[config.mk]
export PLATFORM = sky130hd
export DESIGN_NAME = chtd_ctrl
export DESIGN_NICKNAME = d
export VERILOG_FILES = /design/src/rtl/chtd_pkg.sv /design/src/rtl/chtd_ctrl.sv
export SDC_FILE = /design/constraint.sdc
export NUM_CORES = 1
export LEC_CHECK = 0
export ABC_AREA = 0
export BUFFER_PORTS_ARGS = -buffer_cell sky130_fd_sc_hd__buf_2
export CORE_MARGIN = 5
export CORE_UTILIZATION = 40
export DETAILED_ROUTE_END_ITERATION = 10
export PLACE_DENSITY = 0.78
export SETUP_SLACK_MARGIN = 0.1
export SLEW_MARGIN = 40
export SYNTH_ARGS = -nofsm -noshare
export SYNTH_HDL_FRONTEND = slang
export SYNTH_SLANG_ARGS = --single-unit
[constraint.sdc]
create_clock -name clk -period 1.4 [get_ports clk]
set_clock_uncertainty 0.1 [all_clocks]
set_input_delay 0.07 -clock clk [delete_from_list [all_inputs] [get_ports clk]]
set_output_delay 0.07 -clock clk [all_outputs]
set_load 0.03 [all_outputs]
[src/rtl/chtd_pkg.sv]
package chtd_pkg;

  // defaults for the top level parameters
  localparam int DEF_MAX_SYMBOLS   = 1024;
  localparam int DEF_MAX_CODE_BITS = 16;

  // fixed field widths
  localparam int WINDOW_BITS = 16;
  localparam int SYM_BITS    = 10;
  localparam int LEN_BITS    = 5;
  localparam int CNT_BITS    = 11;
  localparam int STAT_BITS   = 2;

  typedef enum logic [1:0] {
    OP_LOAD   = 2'd0,
    OP_BUILD  = 2'd1,
    OP_DECODE = 2'd2,
    OP_NOP    = 2'd3
  } opcode_t;

  localparam logic [STAT_BITS-1:0] STATUS_OK       = 2'd0;
  localparam logic [STAT_BITS-1:0] STATUS_BAD_LENS = 2'd1;
  localparam logic [STAT_BITS-1:0] STATUS_NO_TABLE = 2'd2;

  typedef enum logic [1:0] {
    RES_ZERO,
    RES_BAD,
    RES_NO_TABLE,
    RES_SYMBOL
  } res_kind_t;

  typedef enum logic {
    SRC_SCAN,
    SRC_FOUND
  } len_src_t;

  typedef enum logic [3:0] {
    S_IDLE,
    S_MAX_RD,
    S_MAX_CHK,
    S_TOP_CHK,
    S_LEN_RD,
    S_LEN_CHK,
    S_FILL,
    S_FIN,
    S_DEC_LEN,
    S_EMIT
  } state_t;

  typedef struct packed {
    logic      len_wr;
    logic      cnt_load;
    logic      tab_rd;
    logic      len_rd;
    len_src_t  len_src;
    logic      top_clr;
    logic      top_upd;
    logic      scan_clr;
    logic      scan_inc;
    logic      lvl_init;
    logic      lvl_inc;
    logic      fill_clr;
    logic      fill_start;
    logic      fill_wr;
    logic      out_load;
    res_kind_t out_kind;
  } chtd_cmd_t;

  typedef struct packed {
    logic count_zero;
    logic scan_last;
    logic top_bad;
    logic len_match;
    logic overflow;
    logic fill_last;
    logic lvl_last;
    logic fill_full;
  } chtd_stat_t;

endpackage

[src/rtl/chtd_ctrl.sv]
module chtd_ctrl import chtd_pkg::*; (
  input  logic       clk,
  input  logic       rst,
  input  logic       in_valid,
  output logic       in_ready,
  input  logic [1:0] opcode,
  output logic       out_valid,
  input  logic       out_ready,
  input  chtd_stat_t stat,
  output chtd_cmd_t  cmd
);

  state_t    state;
  state_t    state_next;
  logic      table_valid;
  logic      table_valid_next;
  res_kind_t pend_kind;
  res_kind_t pend_kind_next;
  logic      out_valid_next;
  logic      accept;
  logic      slot_free;
  opcode_t   op;

  assign op        = opcode_t'(opcode);
  assign in_ready  = (state == S_IDLE);
  assign accept    = in_valid && in_ready;
  assign slot_free = !out_valid || out_ready;

  always_ff @(posedge clk) begin
    if (rst) begin
      state       <= S_IDLE;
      table_valid <= 1'b0;
      out_valid   <= 1'b0;
      pend_kind   <= RES_ZERO;
    end else begin
      state       <= state_next;
      table_valid <= table_valid_next;
      out_valid   <= out_valid_next;
      pend_kind   <= pend_kind_next;
    end
  end

  // next state
  always_comb begin
    state_next = state;
    unique case (state)
      S_IDLE: begin
        if (accept) begin
          unique case (op)
            OP_LOAD:   state_next = S_EMIT;
            OP_BUILD:  state_next = stat.count_zero ? S_EMIT : S_MAX_RD;
            OP_DECODE: state_next = table_valid ? S_DEC_LEN : S_EMIT;
            OP_NOP:    state_next = S_EMIT;
            default:   state_next = S_EMIT;
          endcase
        end
      end
      S_MAX_RD:  state_next = S_MAX_CHK;
      S_MAX_CHK: state_next = stat.scan_last ? S_TOP_CHK : S_MAX_RD;
      S_TOP_CHK: state_next = stat.top_bad ? S_EMIT : S_LEN_RD;
      S_LEN_RD:  state_next = S_LEN_CHK;
      S_LEN_CHK: begin
        if (stat.len_match) begin
          state_next = stat.overflow ? S_EMIT : S_FILL;
        end else begin
          state_next = (stat.scan_last && stat.lvl_last) ? S_FIN : S_LEN_RD;
        end
      end
      S_FILL: begin
        if (stat.fill_last) begin
          state_next = (stat.scan_last && stat.lvl_last) ? S_FIN : S_LEN_RD;
        end
      end
      S_FIN:     state_next = S_EMIT;
      S_DEC_LEN: state_next = S_EMIT;
      S_EMIT:    state_next = slot_free ? S_IDLE : S_EMIT;
      default:   state_next = S_IDLE;
    endcase
  end

  // commands and flags
  always_comb begin
    logic advance;
    advance          = 1'b0;
    cmd              = '0;
    cmd.len_src      = SRC_SCAN;
    cmd.out_kind     = pend_kind;
    table_valid_next = table_valid;
    pend_kind_next   = pend_kind;
    out_valid_next   = out_valid && !out_ready;

    unique case (state)
      S_IDLE: begin
        if (accept) begin
          unique case (op)
            OP_LOAD: begin
              cmd.len_wr       = 1'b1;
              table_valid_next = 1'b0;
              pend_kind_next   = RES_ZERO;
            end
            OP_BUILD: begin
              table_valid_next = 1'b0;
              cmd.cnt_load     = 1'b1;
              cmd.top_clr      = 1'b1;
              cmd.scan_clr     = 1'b1;
              pend_kind_next   = RES_BAD;
            end
            OP_DECODE: begin
              cmd.tab_rd     = table_valid;
              pend_kind_next = table_valid ? RES_SYMBOL : RES_NO_TABLE;
            end
            OP_NOP: begin
              pend_kind_next = RES_ZERO;
            end
            default: begin
              pend_kind_next = RES_ZERO;
            end
          endcase
        end
      end
      S_MAX_RD: begin
        cmd.len_rd = 1'b1;
      end
      S_MAX_CHK: begin
        cmd.top_upd  = 1'b1;
        cmd.scan_inc = !stat.scan_last;
      end
      S_TOP_CHK: begin
        if (!stat.top_bad) begin
          cmd.lvl_init = 1'b1;
          cmd.scan_clr = 1'b1;
          cmd.fill_clr = 1'b1;
        end
      end
      S_LEN_RD: begin
        cmd.len_rd = 1'b1;
      end
      S_LEN_CHK: begin
        if (stat.len_match) begin
          cmd.fill_start = !stat.overflow;
        end else begin
          advance = 1'b1;
        end
      end
      S_FILL: begin
        cmd.fill_wr = 1'b1;
        advance     = stat.fill_last;
      end
      S_FIN: begin
        table_valid_next = stat.fill_full;
        pend_kind_next   = stat.fill_full ? RES_ZERO : RES_BAD;
      end
      S_DEC_LEN: begin
        // length of the symbol the table gave
        cmd.len_rd  = 1'b1;
        cmd.len_src = SRC_FOUND;
      end
      S_EMIT: begin
        if (slot_free) begin
          cmd.out_load   = 1'b1;
          out_valid_next = 1'b1;
        end
      end
      default: begin
      end
    endcase

    // next symbol, or next length once all symbols are seen
    if (advance && !(stat.scan_last && stat.lvl_last)) begin
      if (stat.scan_last) begin
        cmd.lvl_inc  = 1'b1;
        cmd.scan_clr = 1'b1;
      end else begin
        cmd.scan_inc = 1'b1;
      end
    end
  end

`ifndef SYNTH
  a_load_into_free_slot: assert property (@(posedge clk) disable iff (rst)
    cmd.out_load |-> (!out_valid || out_ready))
    else $error("result register loaded while holding an untaken result");

  a_valid_only_after_fill: assert property (@(posedge clk) disable iff (rst)
    $rose(table_valid) |-> ($past(state) == S_FIN))
    else $error("table marked valid outside the final fill check");

  a_fill_with_stale_table: assert property (@(posedge clk) disable iff (rst)
    (state == S_FILL) |-> !table_valid)
    else $error("table filled while marked valid");
`endif

endmodule

==> results of run 1 <==
==> logic make-up (layout without fill, tap and decap cells) <==
group | after synthesis | in the layout | synth area share [%]
adders and majority gates | 4 | 4 | 6.93
DFF | 8 | 8 | 22.2
muxes | 2 | 2 | 2.77
xor gates and xnor gates | 1 | 1 | 1.21
AOI/OAI and AO/OA | 25 | 25 | 21.0
buffers and inverters | 12 | 73 | 7.80
and+or+nand+nor | 48 | 48 | 38.1
==> final cells by class <==
| cell class | count | share of cell area [%] |
|---|---|---|
| Tap cell | 25 | 2.04 |
| Inverter | 6 | 1.79 |
| Sequential cell | 8 | 11.4 |
| Multi-Input combinational cell | 80 | 47.0 |
| Timing Repair Buffer | 64 | 36.3 |
| Clock buffer | 3 | 1.47 |
==> critical path: stages (launching register included) <==
cell	delay, ns
dfxtp_4	0.38
nor4_4	0.39
nand2_2	0.17
nor2_4	0.14
or3_4	0.14
buf_6	0.12
==> metrics by stage <==
stage	TNS (ns)	total power, uW	area (sq um)	worst slack (ns)	util (%)
floorplan	-2.48	1050	812	-0.357	-
global placement	-0.492	1350	1050	-0.105	60.7
detailed placement	-0.676	1360	1050	-0.133	60.7
CTS	-2.91	2130	1400	-0.303	81.2
global route	-5.94	2540	1540	-0.424	88.9
finish	-5.33	2470	1540	-0.397	88.9
==> cell usage after synthesis (all sizes together) <==
cell type and n:
o2bb2ai 1, nor4 1, or3 4, and3 1
and3b 2, nor3 2, mux2i 2, nand3 3
o31ai 1, clkbuf 1, and2 1, o2111ai 1
a21oi 7, a2bb2oi 1, nor3b 4, buf 5
o21ai 9, a32oi 1, inv 6, ha 4
nor2b 4, dfxtp 8, nor2 10, a31oi 3
xor2 1, nand3b 1, or2 1, nand2b 6
a311o 1, nand2 8
==> power by group <==
group | total, uW | internal (uW) | switching [uW]
clock network | 200 | 99.3 | 101
logic | 1880 | 910 | 970
registers | 390 | 295 | 95.0
total | 2470 | 1300 | 1170
==> how the worst max path moves through the flow <==
stage,from,cells past startpoint,endpoint,slack [ns]
final,state[3]$_SDFFE_PP0P_,5,cmd[9],-0.40
after global routing,state[3]$_SDFFE_PP0P_,5,cmd[9],-0.42
after CTS,state[0]$_SDFFE_PP0P_,5,cmd[9],-0.30
after detailed placement,state[1]$_SDFFE_PP0P_,5,cmd[9],-0.13
after global placement,state[1]$_SDFFE_PP0P_,4,pend_kind[0]$_SDFFE_PP0P_,-0.10
after floorplan,state[3]$_SDFFE_PP0P_,4,cmd[9],-0.36
==> repair_timing <==
item / 4_1_cts / 5_1_grt
endpoints found under the setup margin: 22 / 23
resized for setup: 63 / 21
hold buffers: 2 / 0
pin swaps: 17 / 8
setup buffers: 13 / 8
endpoints found under the hold margin: 4 / 0
==> flip-flops by register name, indices dropped and copies added (netlist names) <==
signal and flops:
out_valid 1, pend_kind 2, state 4, table_valid 1
==> metal layers <==
metal,share of wire (%),global-route usage [%]
met1,35,29.9
met3,7.9,6.84
met2,49,46.7
met4,7.4,17.4
met5,0,0
==> flow_metrics.tcl, run 1 <==
set metrics [dict create \
    p_leak_uw 0.000670 \
    peakVddDrop_v 0.00113 \
    critical_path_class "reg2out" \
    layout_min_cycle_time_ns 1.80 \
    ff2ff_setup_slack_ns -0.29 \
    ys_ff_latch 8 \
    holdPathStages 3 \
    arrival_ns 1.63 \
    path_clk_slew_ns 0.07 \
    dieArea_sq_um 2750 \
    synth.net_count 118 \
    die_y_um 52.5 \
    dieWidth_um 52.5 \
    vias 1157 \
    n_fill_cell 70 \
    hold_violations 0 \
    avgSynthCellArea_sq_um 7.22 \
    synth_area_sq_um 722 \
    grt_pass1_wl_um 5350 \
    start_kind "flop" \
    violations "setup timing" \
    hp-start "stat[5]" \
    antenna_found_initial 0 \
    coreArea_sq_um 1730 \
    r2r-end "state[0]$_SDFFE_PP0P_" \
    synthCells 100 \
    fmax_mhz 557 \
    r2r_start "state[2]$_SDFFE_PP0P_" \
    area_growth_pct 113 \
    final_cell_mix "27 x buf_6, 17 x buf_2, 17 x buf_4" \
    r2r_cells 7 \
    hold_end "state[2]$_SDFFE_PP0P_" \
    required_ns 1.23 \
    synth.area.top_cells "dfxtp_1 22%, ha_1 6.9%, nand2b_1 5.2%" \
    final_common_cell "buf_6" \
    synth_top_area_share_pct 22.2 \
    multi_input_area_sq_um 722 \
    grt.total_usage_pct 27.5 \
    path_max_fanout 4 \
    drt-vias-per-instance 6.22 \
    grt_pass1_vias 1040 \
    dp_hpwl_um 1760 \
    outcome "finished, violations left" \
    cts_sinks 8 \
    drive_above_1_share_pct 64.6 \
    synth_cell_types 32 \
    drt_iter0_drc 81 \
    layout.cells.non_filler 186 \
    initial_core_util_pct 41.8 \
    cp-end-kind "output port" \
    worst_hold_slack_ns 0.0420 \
    slew_headroom_pct 76.8 \
    grt_setup_unrepaired "true" \
    drt.antenna.violating_nets 0 \
    tightestPinTransition_ns 0.346 \
    wirelength_um 4300 \
    grt_start_max_net_pins 12 \
    dr.pass1.iters 4 \
    synth_top_area_cell "dfxtp_1" \
    ys_warn_count 0 \
    gp_congestion 0.852 \
    wl_per_cell_um 23.1 \
    ctsHtreeMaxLevel 1 \
    cellPowerDensity_nw_per_um2 1610 \
    port_buffers 32 \
    root_buffer "clkbuf_4" \
    diodes 0 \
    dp.cells 163 \
    hold_path_class "in2reg" \
    insertion_delay_ns 0.27 \
    ioPinCount 33 \
    slew_viol_final 0 \
    cts_inserted_buffers 3 \
    fin_crit_sh_pct 128 \
    ff_latch_area_sq_um 175 \
    drc 0 \
    yosysSeqAreaShare_pct 22.2 \
    finalWorstSetupSlack_ns -0.397 \
    cts_tree "yes" \
    finalSetupViolations 22 \
    grt.overflow.total 0 \
    final_nets 181 \
    num_rows 15 \
    drv_cap 0 \
    cts_buffer_depth 2 \
]
No activity file was read; power rests on OpenSTA's default activity.
==> run 2: changes to the inputs <==
RECOVER_POWER = 50   (was not set)
==> flow_metrics.tcl, run 2 (synthesis gave the netlist of run 1 again) <==
set metrics [dict create \
    cellPowerDensity_nw_per_um2 1610 \
    drt-vias-per-instance 6.22 \
    initial_core_util_pct 41.8 \
    critical_path_class "reg2out" \
    hp-start "stat[5]" \
    path_delay_family "simple AND/OR/NAND/NOR gates" \
    cpPeakStageDelay_ns 0.39 \
    final_util_pct 88.8 \
    cp-end-kind "output port" \
    cts_inserted_buffers 3 \
    violations "setup timing" \
    route.met3.wl_um 338 \
    slew_headroom_pct 75.1 \
    required_ns 1.23 \
    pre_cts_ws_ns -0.133 \
    cts_buffer_depth 2 \
    worst-path-stages 5 \
    start_kind "flop" \
    port_buffers 32 \
    finalSetupViolations 22 \
    grt.overflow.total 0 \
    drv_cap 0 \
    cp_slowest_cell "nor4_4" \
    top_regs "state (4), pend_kind (2)" \
    hold_violations 0 \
    area_growth_pct 112 \
    finalWorstSetupSlack_ns -0.397 \
    coreArea_sq_um 1730 \
    insertion_delay_ns 0.27 \
    ioPinCount 33 \
    total_power_uw 2470 \
    slew_viol_final 0 \
    grt.total_usage_pct 27.5 \
    final_common_cell "buf_6" \
    highest_layer "met4" \
    path_max_fanout 4 \
    arrival_ns 1.63 \
    grt_start_max_net_pins 12 \
    dieWidth_um 52.5 \
    largest_register_ffs 4 \
    hold_path_class "in2reg" \
    drt_iter0_drc 81 \
    routed-wl-met2_um 2120 \
    r2r-end "state[0]$_SDFFE_PP0P_" \
    path_buf_inv 1 \
    layout_min_cycle_time_ns 1.80 \
    drc 0 \
    tightestPinTransition_ns 0.376 \
    drt-met1-wl_um 1520 \
    ctsHtreeMaxLevel 1 \
    diodes 0 \
    outcome "finished, violations left" \
    num_rows 15 \
    p_sw_uw 1170 \
    peakVddDrop_v 0.00113 \
    final_cell_mix "27 x buf_6, 17 x buf_4, 15 x buf_2" \
    root_buffer "clkbuf_4" \
    r2r_cells 7 \
    fin_crit_sh_pct 128 \
    path_cells "nor4_4 -> nand2_2 -> nor2_4 -> or3_4 -> buf_6" \
    regMostFlops "state" \
    finalSetupTns_ns -5.33 \
    antenna_found_initial 0 \
    fmax_mhz 557 \
    r2r_start "state[2]$_SDFFE_PP0P_" \
    p_leak_uw 0.000662 \
    combPwrFrac_pct 76.1 \
    p_int_uw 1300 \
    swShare_pct 47.3 \
    drt.antenna.violating_nets 0 \
    grt_pass1_wl_um 5350 \
    grt_pass1_vias 1040 \
    gp_congestion 0.852 \
    final_nets 181 \
    drive_above_1_share_pct 63.4 \
    wl_per_cell_um 23.1 \
    cts_tree "yes" \
    cts_sinks 8 \
    dp_hpwl_um 1760 \
    pwr-share-seq_pct 15.8 \
    wirelength_um 4300 \
    dieArea_sq_um 2750 \
    grt_setup_unrepaired "true" \
    ff2ff_setup_slack_ns -0.29 \
    die_y_um 52.5 \
    path_clk_slew_ns 0.07 \
    clock_power_share_pct 8.1 \
    endpoint "cmd[9]" \
    vias 1157 \
    dr.pass1.iters 4 \
    critical_path.startpoint "state[3]$_SDFFE_PP0P_" \
]
## run 2: repair_timing
item | CTS | global route
buffers inserted | 13 | 8
setup endpoints to repair | 22 | 23
endpoints found under the hold margin | 4 | 0
pin swaps | 17 | 8
gates cloned | 0 | 0
hold buffers | 2 | 0
resized for setup | 63 | 21
## run 2: power groups by stage
stage / Combinational [uW] / Sequential, uW / Clock [uW]
floorplan: 686 / 365 / 0
global placement: 1000 / 348 / 0
detailed placement: 1000 / 354 / 0
CTS: 1570 / 367 / 193
global route: 1940 / 392 / 203
finish: 1880 / 390 / 200
## run 2: worst register-to-register path: stages, from the launching register on
cell and delay, ns:
dfxtp_4 0.41, buf_12 0.11, nor4_4 0.04, buf_4 0.14, buf_6 0.11, nor2b_4 0.13, or3_4 0.40, a31oi_1 0.16
## run 2: worst min path at each step
stage	to	cells after the start
3_3_place_gp	state[2]$_SDFFE_PP0P_	2
5_1_grt	state[1]$_SDFFE_PP0P_	3
2_1_floorplan	state[2]$_SDFFE_PP0P_	1
6_report	state[2]$_SDFFE_PP0P_	3
3_5_place_dp	state[2]$_SDFFE_PP0P_	2
4_1_cts	state[1]$_SDFFE_PP0P_	3
## run 2: routing by layer
layer / vias up / track usage, %
met3: 37 / 6.84
met1: 546 / 29.9
met4: 0 / 17.4
met5: - / 0
li1: 479 / -
met2: 95 / 46.7
## run 2: stage by stage
stage	instance area (sq um)	hold WS (ns)	instances
after floorplan	812	0.0317	100
after global placement	1050	0.241	163
after detailed placement	1050	0.237	163
after CTS	1400	0.0140	181
after global routing	1530	0.0557	186
final	1530	0.0420	186
## run 2: layout make-up
type                            instances  area (sq um)
Multi-Input combinational cell         80           722
Timing Repair Buffer                   64           554
Fill cell                              72           194
Sequential cell                         8           175
Tap cell                               25          31.3
Inverter                                6          27.5
Clock buffer                            3          22.5
==> run 3: changes to the inputs <==
PLACE_DENSITY = 0.72   (was 0.78)
==> flow_metrics.tcl, run 3 <==
set metrics [dict create \
    yosysSeqAreaShare_pct 22.2 \
    grt_start_max_net_pins 8 \
    ys_ff_latch 8 \
    synthCells 100 \
    placed_cell_area_sq_um 1080 \
    synth_top_area_share_pct 22.2 \
    cts_buffer_depth 2 \
    yosysMostFrequentCell "nor2_1" \
    synth_common_cells "10 x nor2_1, 8 x dfxtp_1, 8 x nand2_1" \
    outcome "aborted with a tool error" \
    ioPinCount 33 \
    antenna_found_initial 0 \
    die_y_um 52.5 \
    cts_sinks 8 \
    ys_warn_count 0 \
    lastStage "global routing" \
    port_buffers 32 \
    num_rows 15 \
    synth_cell_types 32 \
    cts_inserted_buffers 3 \
    synth.net_count 118 \
    ctsHtreeMaxLevel 1 \
    async_reset_ff_share_pct 0 \
    avgSynthCellArea_sq_um 7.22 \
    synth_top_area_cell "dfxtp_1" \
    root_buffer "clkbuf_4" \
    endpoint_type "primary output" \
    synth_edf_count 0 \
    initial_core_util_pct 41.8 \
    synth_area_sq_um 722 \
    synth_ff_type "dfxtp_1" \
    gp_congestion 0.825 \
    synth.area.top_cells "dfxtp_1 22%, ha_1 6.9%, nand2b_1 5.2%" \
    dp_hpwl_um 1770 \
    dieWidth_um 52.5 \
    worstEndpointGrtRepair "cmd[9]" \
    stop_error "[ERROR DPL-0033] detailed placement checks failed during check placement." \
]
run 3: cell counts after synthesis:
No cell type changed its count.
run 3: metrics by stage:
| stage | setup WS (ns) | utilization, % | cells | hold slack, ns |
|---|---|---|---|---|
| 2_1_floorplan | -0.357 | - | 100 | 0.0317 |
| 3_3_place_gp | -0.121 | 62.4 | 167 | 0.226 |
| 3_5_place_dp | -0.150 | 62.4 | 167 | 0.239 |
| 4_1_cts | -0.316 | 88.0 | 189 | 0.00964 |
run 3: cells by family after synthesis:
family	after synthesis	share of synthesized area (%)
multiplexers	2	2.77
buffers and inverters	12	7.80
AO/OA/AOI/OAI	25	21.0
XOR/XNOR	1	1.21
AND/OR/NAND/NOR	48	38.1
adder cells (fa/ha/maj)	4	6.93
flip-flops	8	22.2
run 3: repair_timing:
item / in CTS
buffers inserted: 19
hold buffers: 3
hold endpoints to repair: 4
pin swaps: 21
gates resized for setup: 80
endpoints found under the setup margin: 24
==> run 4: changes to the inputs <==
CORE_AREA = 5 5 66 68   (was not set)
CORE_MARGIN = not set   (was 5)
CORE_UTILIZATION = not set   (was 40)
DIE_AREA = 0 0 71 73   (was not set)
PLACE_DENSITY = not set   (was 0.72)
PLACE_DENSITY_LB_ADDON = 0.15   (was not set)
SETUP_SLACK_MARGIN = not set   (was 0.1)
clock period = 1.8 ns   (was 1.4 ns; I/O delays follow)
==> flow_metrics.tcl, run 4 (synthesis gave the netlist of run 1 again) <==
set metrics [dict create \
    vias 824 \
    fin_area_sq_um 1050 \
    cellPowerDensity_nw_per_um2 1200 \
    grt.overflow.total 0 \
    ioPinCount 33 \
    drive_above_1_share_pct 37.5 \
    placed_cell_area_sq_um 983 \
    critical_path_class "reg2out" \
    insertion_delay_ns 0.23 \
    drt_iter0_drc 25 \
    die_y_um 73 \
    hold_buffers 0 \
    final_common_cell "buf_2" \
    drt.antenna.violating_nets 0 \
    slew_viol_final 0 \
    peakVddDrop_v 0.000403 \
    port_buffers 32 \
    cts_tree "yes" \
    drv_cap 0 \
    dp.cells 183 \
    ff2ff_setup_slack_ns 0.30 \
    initial_core_util_pct 19.0 \
    wl_per_cell_um 12.4 \
    fmax_mhz 572 \
    hold_path_class "in2reg" \
    gp_congestion 0.769 \
    fin_crit_sh_pct 97.1 \
    cp-end-kind "output port" \
    drt-met1-wl_um 1030 \
    route.met3.wl_um 85 \
    dp_hpwl_um 1920 \
    dieArea_sq_um 5180 \
    path_max_fanout 11 \
    grt.total_usage_pct 9.29 \
    coreArea_sq_um 3800 \
    cts_inserted_buffers 3 \
    grt_setup_unrepaired "true" \
    final_nets 156 \
    n_fill_cell 464 \
    hold_violations 0 \
    diodes 0 \
    wirelength_um 2310 \
    dieWidth_um 71 \
    routed-wl-met2_um 1150 \
    layout_min_cycle_time_ns 1.75 \
    regMostFlops "state" \
    grt_start_max_net_pins 12 \
    arrival_ns 1.56 \
    required_ns 1.61 \
    largest_register_ffs 4 \
    outcome "completed" \
    highest_layer "met4" \
    top_regs "state (4), pend_kind (2)" \
    area_growth_pct 45.4 \
    finalSetupViolations 0 \
    multi_input_area_sq_um 544 \
    final_cell_mix "27 x buf_2, 8 x nor2_1" \
    grt_pass1_wl_um 3810 \
    grt_pass1_vias 831 \
    layout.cells.non_filler 186 \
    num_rows 23 \
    ctsHtreeMaxLevel 1 \
    drc 0 \
    ff_latch_area_sq_um 173 \
    cts_sinks 8 \
    cts_buffer_depth 2 \
    cts_setup_buffers 0 \
    path_clk_slew_ns 0.05 \
    antenna_found_initial 0 \
    drt-vias-per-instance 4.43 \
    tightestPinTransition_ns 0.370 \
    root_buffer "clkbuf_8" \
    dr.pass1.iters 4 \
    p_leak_uw 0.000482 \
    start_kind "flop" \
    slew_headroom_pct 75.5 \
]
==> run 4: metrics by stage <==
step                hold WS, ns  power [uW]  TNS (ns)  setup slack (ns)  utilization [%]
finish                   0.0195        1260         0            0.0516             27.6
global route             0.0389        1360   -0.0195           -0.0195             27.6
CTS                      0.0181        1270         0            0.0133             27.2
detailed placement        0.260        1020         0            0.0908             25.9
global placement          0.253        1030         0             0.123             25.9
floorplan                0.0591         777         0            0.0142                -
==> run 4: final timing paths <==
path                            start                         to  cells past startpoint
max             state[0]$_SDFFE_PP0P_                     cmd[9]                      5
max reg2reg     state[2]$_SDFFE_PP0P_  pend_kind[0]$_SDFFE_PP0P_                      5
min reg2reg  table_valid$_SDFFE_PP0P_   table_valid$_SDFFE_PP0P_                      2
min                           stat[0]   table_valid$_SDFFE_PP0P_                      3
==> run 4: worst max-delay path: stages (launching register included) <==
cell     delay (ns)
dfxtp_4        0.42
and3b_1        0.21
o21ai_2        0.14
nor3b_2        0.07
or3_4          0.31
buf_2          0.18
==> run 4: timing repair <==
action                                  in CTS  in global routing
endpoints found under the setup margin       6                  2
cloned                                       0                  0
resized for setup                            5                  6
pin swaps                                    0                  0
==> run 4: cell type report <==
type                    instances  area share (%)
multi-input cells              80            51.8
repair buffers                 39            19.7
flip-flops and latches          8            16.4
well taps                      50            5.96
clock buffers                   3            3.93
inverters                       6            2.15
==> run 4: routing by layer <==
layer	vias up	track usage [%]
met2	18	15.8
met3	4	1.38
li1	426	-
met4	0	3.76
met1	376	11.8
met5	-	0
==> run 4: where the power goes <==
group / total [uW] / leakage (uW) / switching (uW) / internal (uW)
Combinational: 731 / 0.000393 / 437 / 294
Sequential: 304 / 0.0000678 / 78.3 / 226
Clock: 226 / 0.0000216 / 80.0 / 146
